**src/hdl/stick_calibrate_and_scale_macros.svh**
```systemverilog
// Assertion shorthands shared by the block's modules.
// Each expects clk and rst_n in scope.
`ifndef STICK_CALIBRATE_AND_SCALE_MACROS_SVH
`define STICK_CALIBRATE_AND_SCALE_MACROS_SVH

// Consequent checked in the same cycle as the antecedent
`define SCM_ASSERT_SAME(label, ante, cons, msg) \
  label: assert property (@(posedge clk) disable iff (!rst_n) (ante) |-> (cons)) \
    else $error(msg);

// Consequent checked in the cycle after the antecedent
`define SCM_ASSERT_NEXT(label, ante, cons, msg) \
  label: assert property (@(posedge clk) disable iff (!rst_n) (ante) |=> (cons)) \
    else $error(msg);

`endif

```
**src/hdl/scm_pkg.sv**
```systemverilog
`timescale 1ns / 1ps

package scm_pkg;

  // Axis layout: aileron, elevator, throttle, rudder
  localparam int N_AXES = 4;
  localparam int AX_W   = 2;
  localparam logic [AX_W-1:0] AX_RUDDER = 2'd3;

  // Field widths
  localparam int RAW_W  = 10;
  localparam int OFF_W  = 9;
  localparam int CHAN_W = 11;
  localparam int IDX_W  = 3;

  // Stream widths
  localparam int IN_DATA_W  = N_AXES * RAW_W;   // 40, whole bytes
  localparam int IN_USER_W  = 2;
  localparam int OUT_DATA_W = 48;               // 44 bits used, zero filled

  // Extremes
  localparam int ADC_CUTOFF = 10;
  localparam int RAW_FULL   = 1023;
  localparam logic [RAW_W-1:0] EXT_LOW_RST  = RAW_W'(ADC_CUTOFF);
  localparam logic [RAW_W-1:0] EXT_HIGH_RST = RAW_W'(RAW_FULL - ADC_CUTOFF);
  localparam logic [RAW_W-1:0] EXT_CENTRE   = RAW_W'((RAW_FULL - 2 * ADC_CUTOFF) / 2);

  // Channel limit reset values
  localparam logic [CHAN_W-1:0] CHAN_LOW_RST  = 11'd172;
  localparam logic [CHAN_W-1:0] CHAN_HIGH_RST = 11'd1811;

  // Datapath widths
  localparam int X_W    = 12;  // raw + offset, signed
  localparam int SPAN_W = 12;  // channel span, signed
  localparam int DEN_W  = 11;  // extreme difference, signed
  localparam int PROD_W = 24;  // diff * span, signed
  localparam int NUM_W  = 22;  // |product| < 2^22
  localparam int DMAG_W = 10;  // |extreme difference| <= 1023
  localparam int M_W    = 25;  // mapped value before clamp, signed

  // Divider: two quotient bits per step
  localparam int DIV_STEPS = NUM_W / 2;
  localparam int CNT_W     = 4;

  // Configuration register indexes
  typedef enum logic [IDX_W-1:0] {
    REG_AIL_OFF  = 3'd0,
    REG_ELE_OFF  = 3'd1,
    REG_THR_OFF  = 3'd2,
    REG_RUD_OFF  = 3'd3,
    REG_CHAN_LO  = 3'd4,
    REG_CHAN_HI  = 3'd5
  } cfg_reg_t;

  // Sequencer states
  typedef enum logic [2:0] {
    ST_IDLE,
    ST_LOAD,
    ST_MUL,
    ST_DSTART,
    ST_DIV,
    ST_PUSH
  } seq_state_t;

  // Divider request and response
  typedef struct packed {
    logic              start;
    logic [NUM_W-1:0]  num;
    logic [DMAG_W-1:0] den;
  } div_req_t;

  typedef struct packed {
    logic             done;
    logic [NUM_W-1:0] quo;
  } div_rsp_t;

endpackage

```
**src/hdl/scm_div.sv**
```systemverilog
`timescale 1ns / 1ps

// Unsigned restoring divider, two quotient bits per cycle.
// The quotient builds up in the dividend shift register.
module scm_div (
  input  logic            clk,
  input  logic            rst_n,
  input  scm_pkg::div_req_t req_i,
  output scm_pkg::div_rsp_t rsp_o
);
  import scm_pkg::*;

  logic [NUM_W-1:0]  num_r, num_nxt;
  logic [DMAG_W-1:0] den_r;
  logic [DMAG_W-1:0] rem_r, rem_nxt;
  logic [CNT_W-1:0]  cnt_r;
  logic              busy_r;
  logic              done_r;

  logic [DMAG_W:0] t1, t2, r1, r2, den_x;
  logic            ge1, ge2;

  // Two trial subtractions per cycle
  always_comb begin
    den_x   = {1'b0, den_r};
    t1      = {rem_r, num_r[NUM_W-1]};
    ge1     = (t1 >= den_x);
    r1      = ge1 ? (t1 - den_x) : t1;
    t2      = {r1[DMAG_W-1:0], num_r[NUM_W-2]};
    ge2     = (t2 >= den_x);
    r2      = ge2 ? (t2 - den_x) : t2;
    num_nxt = {num_r[NUM_W-3:0], ge1, ge2};
    rem_nxt = r2[DMAG_W-1:0];
  end

  // Control
  always_ff @(posedge clk) begin
    if (!rst_n) begin
      busy_r <= 1'b0;
      done_r <= 1'b0;
      cnt_r  <= '0;
    end else begin
      done_r <= 1'b0;
      if (req_i.start) begin
        busy_r <= 1'b1;
        cnt_r  <= '0;
      end else if (busy_r) begin
        cnt_r <= cnt_r + 1'b1;
        if (cnt_r == CNT_W'(DIV_STEPS - 1)) begin
          busy_r <= 1'b0;
          done_r <= 1'b1;
        end
      end
    end
  end

  // Operands and partial remainder
  always_ff @(posedge clk) begin
    if (req_i.start) begin
      num_r <= req_i.num;
      den_r <= req_i.den;
      rem_r <= '0;
    end else if (busy_r) begin
      num_r <= num_nxt;
      rem_r <= rem_nxt;
    end
  end

  assign rsp_o.done = done_r;
  assign rsp_o.quo  = num_r;

endmodule

```
**src/hdl/stick_calibrate_and_scale.sv**
```systemverilog
`timescale 1ns / 1ps
`include "stick_calibrate_and_scale_macros.svh"

// Stick calibration and scaling. Each request carries four 10-bit stick samples
// (aileron, elevator, throttle, rudder) plus two flags in in_tuser; each yields
// one result of four 11-bit channel values. While calibrating, the stored
// per-axis extremes are widened by the sample (optionally first reset to centre),
// then each sample plus its signed offset is mapped linearly from the extremes
// onto [channel_low, channel_high], truncating towards zero, and clamped.
// Aileron, elevator and throttle are reversed. After acceptance the four axes
// go in turn through the operand, multiply and divider start states and a wait
// in the shared divider, which resolves two quotient bits a cycle; then the
// push state loads the output register, waiting while the output is stalled.
// The block takes no new request until the previous result has moved to the
// output register, so it is through with one request before it takes the next.
// Configuration writes are always accepted and must be made while idle.
module stick_calibrate_and_scale (
  input  logic                          clk,
  input  logic                          rst_n,
  // Samples
  input  logic                          in_tvalid,
  output logic                          in_tready,
  // aileron_raw, elevator_raw, throttle_raw, rudder_raw
  input  logic [scm_pkg::IN_DATA_W-1:0] in_tdata,
  // calibrating, cal_first
  input  logic [scm_pkg::IN_USER_W-1:0] in_tuser,
  // Channels
  output logic                          out_tvalid,
  input  logic                          out_tready,
  // aileron_chan, elevator_chan, throttle_chan, rudder_chan, zero fill
  output logic [scm_pkg::OUT_DATA_W-1:0] out_tdata,
  // Configuration
  input  logic                          cfg_valid,
  output logic                          cfg_ready,
  input  logic [scm_pkg::IDX_W-1:0]     cfg_index,
  input  logic [scm_pkg::CHAN_W-1:0]    cfg_data
);
  import scm_pkg::*;

  // Configuration registers
  logic [OFF_W-1:0]  off_r [N_AXES];
  logic [CHAN_W-1:0] chan_lo_r;
  logic [CHAN_W-1:0] chan_hi_r;

  // Extremes and captured samples
  logic [RAW_W-1:0] ext_low_r  [N_AXES];
  logic [RAW_W-1:0] ext_high_r [N_AXES];
  logic [RAW_W-1:0] ext_low_nxt  [N_AXES];
  logic [RAW_W-1:0] ext_high_nxt [N_AXES];
  logic [RAW_W-1:0] raw_r [N_AXES];

  // Sequencer
  seq_state_t      state_r, state_nxt;
  logic [AX_W-1:0] ax_r;
  logic            in_acc;
  logic            out_load;

  // Datapath registers
  logic signed [X_W-1:0]    diff_r;
  logic signed [DEN_W-1:0]  den_r;
  logic                     zero_r;
  logic signed [PROD_W-1:0] prod_r;
  logic                     neg_r;
  logic [CHAN_W-1:0]        chan_r [N_AXES];
  logic                     out_tvalid_r;
  logic [OUT_DATA_W-1:0]    out_data_r;

  // Datapath logic
  logic [RAW_W-1:0]         sel_raw, sel_lo, sel_hi, map_from, map_to;
  logic [OFF_W-1:0]         sel_off;
  logic                     rev;
  logic signed [X_W-1:0]    x_s, diff_s;
  logic signed [DEN_W-1:0]  den_s;
  logic signed [SPAN_W-1:0] span_s;
  logic [PROD_W-1:0]        prod_mag;
  logic [DEN_W-1:0]         den_mag;
  logic signed [M_W-1:0]    q_s, qsig_s, m_s, clo_s, chi_s;
  logic [CHAN_W-1:0]        chan_val;

  div_req_t div_req;
  div_rsp_t div_rsp;

  scm_div u_div (
    .clk   (clk),
    .rst_n (rst_n),
    .req_i (div_req),
    .rsp_o (div_rsp)
  );

  assign cfg_ready = 1'b1;
  assign in_acc    = in_tvalid && in_tready;

  // Configuration writes; unknown indexes are dropped
  always_ff @(posedge clk) begin
    if (!rst_n) begin
      for (int i = 0; i < N_AXES; i++) begin
        off_r[i] <= '0;
      end
      chan_lo_r <= CHAN_LOW_RST;
      chan_hi_r <= CHAN_HIGH_RST;
    end else if (cfg_valid && cfg_ready) begin
      case (cfg_index)
        REG_AIL_OFF: off_r[0]  <= cfg_data[OFF_W-1:0];
        REG_ELE_OFF: off_r[1]  <= cfg_data[OFF_W-1:0];
        REG_THR_OFF: off_r[2]  <= cfg_data[OFF_W-1:0];
        REG_RUD_OFF: off_r[3]  <= cfg_data[OFF_W-1:0];
        REG_CHAN_LO: chan_lo_r <= cfg_data;
        REG_CHAN_HI: chan_hi_r <= cfg_data;
        default: ;
      endcase
    end
  end

  // Calibration: optional reset to centre, then widen by the sample
  always_comb begin
    logic [RAW_W-1:0] raw_i, base_lo, base_hi;
    for (int i = 0; i < N_AXES; i++) begin
      raw_i   = in_tdata[i*RAW_W +: RAW_W];
      base_lo = in_tuser[1] ? EXT_CENTRE : ext_low_r[i];
      base_hi = in_tuser[1] ? EXT_CENTRE : ext_high_r[i];
      ext_low_nxt[i]  = (raw_i < base_lo) ? raw_i : base_lo;
      ext_high_nxt[i] = (raw_i > base_hi) ? raw_i : base_hi;
    end
  end

  always_ff @(posedge clk) begin
    if (!rst_n) begin
      for (int i = 0; i < N_AXES; i++) begin
        ext_low_r[i]  <= EXT_LOW_RST;
        ext_high_r[i] <= EXT_HIGH_RST;
      end
    end else if (in_acc && in_tuser[0]) begin
      for (int i = 0; i < N_AXES; i++) begin
        ext_low_r[i]  <= ext_low_nxt[i];
        ext_high_r[i] <= ext_high_nxt[i];
      end
    end
  end

  always_ff @(posedge clk) begin
    if (in_acc) begin
      for (int i = 0; i < N_AXES; i++) begin
        raw_r[i] <= in_tdata[i*RAW_W +: RAW_W];
      end
    end
  end

  // Operands for the current axis
  always_comb begin
    sel_raw  = raw_r[ax_r];
    sel_off  = off_r[ax_r];
    sel_lo   = ext_low_r[ax_r];
    sel_hi   = ext_high_r[ax_r];
    rev      = (ax_r != AX_RUDDER);
    map_from = rev ? sel_hi : sel_lo;
    map_to   = rev ? sel_lo : sel_hi;
    x_s      = $signed({2'b00, sel_raw})
             + $signed({{(X_W-OFF_W){sel_off[OFF_W-1]}}, sel_off});
    diff_s   = x_s - $signed({2'b00, map_from});
    den_s    = $signed({1'b0, map_to}) - $signed({1'b0, map_from});
    span_s   = $signed({1'b0, chan_hi_r}) - $signed({1'b0, chan_lo_r});
    prod_mag = prod_r[PROD_W-1] ? (~prod_r + 1'b1) : prod_r;
    den_mag  = den_r[DEN_W-1] ? (~den_r + 1'b1) : den_r;
  end

  // Sign restore, offset, clamp
  always_comb begin
    q_s    = $signed({{(M_W-NUM_W){1'b0}}, div_rsp.quo});
    qsig_s = neg_r ? -q_s : q_s;
    clo_s  = $signed({{(M_W-CHAN_W){1'b0}}, chan_lo_r});
    chi_s  = $signed({{(M_W-CHAN_W){1'b0}}, chan_hi_r});
    m_s    = zero_r ? clo_s : (qsig_s + clo_s);
    if (m_s < clo_s) begin
      chan_val = chan_lo_r;
    end else if (m_s > chi_s) begin
      chan_val = chan_hi_r;
    end else begin
      chan_val = m_s[CHAN_W-1:0];
    end
  end

  // Sequencer state register
  always_ff @(posedge clk) begin
    if (!rst_n) begin
      state_r <= ST_IDLE;
      ax_r    <= '0;
    end else begin
      state_r <= state_nxt;
      if (in_acc) begin
        ax_r <= '0;
      end else if (state_r == ST_DIV && div_rsp.done) begin
        ax_r <= ax_r + 1'b1;
      end
    end
  end

  // Next state and control
  always_comb begin
    state_nxt     = state_r;
    in_tready     = 1'b0;
    out_load      = 1'b0;
    div_req.start = 1'b0;
    div_req.num   = prod_mag[NUM_W-1:0];
    div_req.den   = den_mag[DMAG_W-1:0];
    case (state_r)
      ST_IDLE: begin
        in_tready = 1'b1;
        if (in_tvalid) begin
          state_nxt = ST_LOAD;
        end
      end
      ST_LOAD:   state_nxt = ST_MUL;
      ST_MUL:    state_nxt = ST_DSTART;
      ST_DSTART: begin
        div_req.start = 1'b1;
        state_nxt     = ST_DIV;
      end
      ST_DIV: begin
        if (div_rsp.done) begin
          state_nxt = (ax_r == AX_RUDDER) ? ST_PUSH : ST_LOAD;
        end
      end
      ST_PUSH: begin
        if (!out_tvalid_r || out_tready) begin
          out_load  = 1'b1;
          state_nxt = ST_IDLE;
        end
      end
      default: state_nxt = ST_IDLE;
    endcase
  end

  // Per-axis datapath registers
  always_ff @(posedge clk) begin
    case (state_r)
      ST_LOAD: begin
        diff_r <= diff_s;
        den_r  <= den_s;
        zero_r <= (map_to == map_from);
      end
      ST_MUL: prod_r <= diff_r * span_s;
      ST_DSTART: neg_r <= prod_r[PROD_W-1] ^ den_r[DEN_W-1];
      ST_DIV: begin
        if (div_rsp.done) begin
          chan_r[ax_r] <= chan_val;
        end
      end
      default: ;
    endcase
  end

  // Output register
  always_ff @(posedge clk) begin
    if (!rst_n) begin
      out_tvalid_r <= 1'b0;
    end else if (out_load) begin
      out_tvalid_r <= 1'b1;
    end else if (out_tready) begin
      out_tvalid_r <= 1'b0;
    end
  end

  always_ff @(posedge clk) begin
    if (out_load) begin
      out_data_r <= {{(OUT_DATA_W - N_AXES*CHAN_W){1'b0}},
                     chan_r[3], chan_r[2], chan_r[1], chan_r[0]};
    end
  end

  assign out_tvalid = out_tvalid_r;
  assign out_tdata  = out_data_r;

  // Checks
  `SCM_ASSERT_NEXT(a_accept_starts_axis0, in_acc,
    state_r == ST_LOAD && ax_r == '0, "request accepted but sequencer not at first axis")
  `SCM_ASSERT_SAME(a_div_done_in_wait, div_rsp.done,
    state_r == ST_DIV, "divider finished outside the wait state")
  `SCM_ASSERT_SAME(a_extremes_ordered, 1'b1,
    ext_low_r[0] <= ext_high_r[0] && ext_low_r[1] <= ext_high_r[1] &&
    ext_low_r[2] <= ext_high_r[2] && ext_low_r[3] <= ext_high_r[3],
    "low extreme above high extreme")
  `SCM_ASSERT_NEXT(a_push_offers_result, out_load,
    out_tvalid_r && state_r == ST_IDLE, "finished result not offered")

endmodule

```
**config.mk**
```make
export PLATFORM = sky130hd
export DESIGN_NAME = stick_calibrate_and_scale
export DESIGN_NICKNAME = d
export VERILOG_FILES = /design/src/hdl/scm_pkg.sv /design/src/hdl/scm_div.sv /design/src/hdl/stick_calibrate_and_scale.sv
export VERILOG_INCLUDE_DIRS = /design/src /design/src/hdl
export SDC_FILE = /design/constraint.sdc
export NUM_CORES = 1
export LEC_CHECK = 0
export BUFFER_PORTS_ARGS = -buffer_cell sky130_fd_sc_hd__clkbuf_2
export CORE_MARGIN = 1.5
export CORE_UTILIZATION = 60
export DETAILED_ROUTE_END_ITERATION = 8
export PLACE_DENSITY = 0.78
export SETUP_SLACK_MARGIN = 0.2
export SYNTH_ARGS = -nofsm -noshare
export SYNTH_HDL_FRONTEND = slang
export SYNTH_SLANG_ARGS = --single-unit
```
**constraint.sdc**
```tcl
create_clock -name clk -period 9.5 [get_ports clk]
set_input_delay 0.475 -clock clk [delete_from_list [all_inputs] [get_ports clk]]
set_output_delay 0.475 -clock clk [all_outputs]
set_load 0.05 [all_outputs]
```
==> flow_summary.ini <==
[timing]
finalCriticalPeriod_ps = 7800
max_clock_freq_ghz = 0.128
final-setup-viol-count = 0
drv_slew = 0
finalCritPeriodShare_pct = 82.1
worstMarginPinSlew_ps = 1310
skew_ps = 23.4
worst_slack_ps = 1700
relSlewSlack_pct = 12.6
hold_viol = 0
fin_setup_tns_ps = 0
rsz0062_at_grt = no

[worst_setup_path]
worstPathArrival_ps = 8110
critPathCaptureType = flip-flop
crit_slowest_cell = fa_1
crit_path_max_incr_delay_ps = 550
critPathRequiredTime_ps = 9810
cp_max_fo = 12
cp_common_cell = fa_1
path_class = flip-flop to flip-flop
crit_path_start_kind = flip-flop

[grt]
overflow = 0
grt_start_max_net_pins = 93
grt_pass1_vias = 19800
antenna_found_initial = 1
grt_pass1_wl_mm = 103
grt_usage_pct = 27.7

[power_and_ir_drop]
seqPwrFrac_pct = 22.1
swShare_pct = 43.1
switchingPower_uw = 4940
combPwrFrac_pct = 63.4
internal-power_uw = 6530
peakVddDrop_mv = 0.628
clkPwrFrac_pct = 14.5
p_leak_uw = 0.0124
p_per_area_mw_per_mm2 = 384

[cts]
htreeDepth = 2
post_cts_resized = 0
clk_pin_slew_worst_paths_ps = 60
hold_buffers = 0
post-cts-setup-buffers = 0
clkSinkCount = 370
clock-root-buffer = clkbuf_16
cts_buffers = 40
clockBufferDepth = 3
clk_latency_ps = 580
cts_tree = yes

[place]
dp_hpwl_mm = 48.1
dpl-instance-area_mm2 = 0.0285
io_buffers = 106
place_congestion = 0.913
pre_cts_ws_ps = 1770

[floorplanning]
dieArea_mm2 = 0.0471
io-pin-count = 112
std_cell_rows = 78
dieWidth_um = 217
start_util_pct = 60.7
die_y_um = 217
core_area_mm2 = 0.0453

[yosys]
syn_inst = 2589
synth_warnings = 0
netlist_area_mm2 = 0.0275
synth-main-ff-cell = edfxtp_1
async_flop_share_pct = 0
ys_seq_area_share_pct = 38.8
synth_seq_cells = 370
synth_edf_count = 324
synth.distinct_cells = 75
syn_area_per_cell_um2 = 10.6

[detailed_routing]
wl_mm = 63.0
first_pass_iters = 5
viasPerCell = 5.89
drtIter0Drc = 1476
vias = 19400
drcViolationCount = 0
wire_per_inst_um = 19.2
ant_nets = 0

[run_status]
status = finished, final reports clean

[flow_run]
cap_violations = 0

[finish]
area_growth_syn_to_layout_pct = 8.94
final_cell_mix = edfxtp_1, inv_1, ha_1
fillers = 3392
fin_area_mm2 = 0.0299
mostFrequentLayoutCell = edfxtp_1
fin_nets = 3092
drive_above_1_share_pct = 10.8

[min_path]
hold_path.class = input pin to flip-flop
==> cell type report <==
cell class,instances,area [um^2],area share (%)
multi-input cells,1817,15300,51.1
flip-flops and latches,370,10700,35.6
inverters,301,1130,3.78
clock buffers,48,1050,3.52
well taps,600,751,2.51
repair buffers,127,688,2.30
clock inverters,25,347,1.16
diodes,1,2.50,0.00836
==> cell usage after synthesis, drive strengths merged (5+ instances only) <==
cell	number	share of area, %
fa	154	11
xnor2	77	2.5
nor2b	42	0.96
nand3	23	0.42
nor4	9	0.31
mux2	33	1.4
a21o	33	0.90
nor2	190	2.6
mux2i	51	1.9
edfxtp	324	35
nand2	210	2.9
nand4	18	0.43
or3	12	0.27
clkbuf	86	1.2
and2	129	2.9
o31a	8	0.26
o211ai	19	0.52
o21ai	127	2.3
a21boi	22	0.60
a21oi	82	1.5
mux4	39	3.2
o21a	46	1.3
xor2	43	1.4
inv	301	4.1
or2	11	0.25
o31ai	18	0.51
nor3	34	0.62
o21bai	5	0.14
nand2b	63	1.4
dfxtp	46	3.4
buf	18	0.38
a211oi	33	0.94
ha	220	10
==> flip-flops by register name (all words and copies together), names as in the netlist, 2 cells and up, named ones only <==
| signal | flops |
|---|---|
| chan_r | 44 |
| out_tdata | 44 |
| ext_high_r | 40 |
| ext_low_r | 40 |
| raw_r | 40 |
| off_r | 36 |
| prod_r | 23 |
| u_div.num_r | 22 |
| diff_r | 12 |
| chan_hi_r | 11 |
| chan_lo_r | 11 |
| den_r | 11 |
| u_div.den_r | 10 |
| u_div.rem_r | 10 |
| u_div.cnt_r | 4 |
| state_r | 3 |
| ax_r | 2 |
==> power by group through the flow <==
stage | combinational (uW) | sequential [uW] | clock, uW
finish | 7280 | 2540 | 1660
global route | 8260 | 2560 | 1750
floorplan | 5700 | 2480 | 0
detailed placement | 7200 | 2560 | 0
global placement | 6880 | 2560 | 0
CTS | 7280 | 2530 | 1680
==> through the flow <==
stage          hold WS (ps)  power [uW]  utilization, %  std cells
2_1_floorplan           400        8190               -       2592
3_3_place_gp            403        9440            63.0       3215
3_5_place_dp            405        9760            63.0       3215
4_1_cts                 118       11500            66.1       3288
5_1_grt                 136       12600            66.1       3289
6_report                141       11500            66.1       3289
==> path summary, 6_finish.rpt <==
path / startpoint / end / slack (ps) / cells after the start
worst min-delay path: in_tdata[24] / raw_r[2][4]$_DFFE_PP_ / 140 / 1
worst max-delay path: chan_lo_r[0]$_SDFFE_PN0P_ / prod_r[20]$_DFFE_PP_ / 1700 / 29
worst max register to register: chan_lo_r[0]$_SDFFE_PN0P_ / prod_r[20]$_DFFE_PP_ / 1700 / 29
worst min register to register: chan_r[1][1]$_DFFE_PP_ / out_tdata[12]$_DFFE_PP_ / 420 / 0
==> worst max-delay path: cells and delay by family (launching register included) <==
kind | cells | cell delay [ps]
and+or+nand+nor | 3 | 320
AOI/OAI and AO/OA | 12 | 2410
DFF | 1 | 430
adders and majority gates | 8 | 3580
buffers and inverters | 4 | 210
xor gates and xnor gates | 2 | 560
==> per-layer routing <==
metal	track usage, %	up-vias	wire length, um
met5	0	-	0
met4	11.1	0	2510
met2	48.8	710	31600
li1	-	9065	-
met1	34.2	9459	25200
met3	4.03	145	3740
==> cells by family after synthesis <==
family                   after synthesis  synth area share [%]
other                                  2                0.0273
XOR/XNOR                             120                  3.83
adder cells (fa/ha/maj)              374                  21.2
buffers and inverters                405                  5.68
AND/OR/NAND/NOR                      761                  13.7
AO/OA/AOI/OAI                        434                  10.4
multiplexers                         123                  6.41
flip-flops                           370                  38.8
Note: power is estimated with default switching activity, not from simulation.
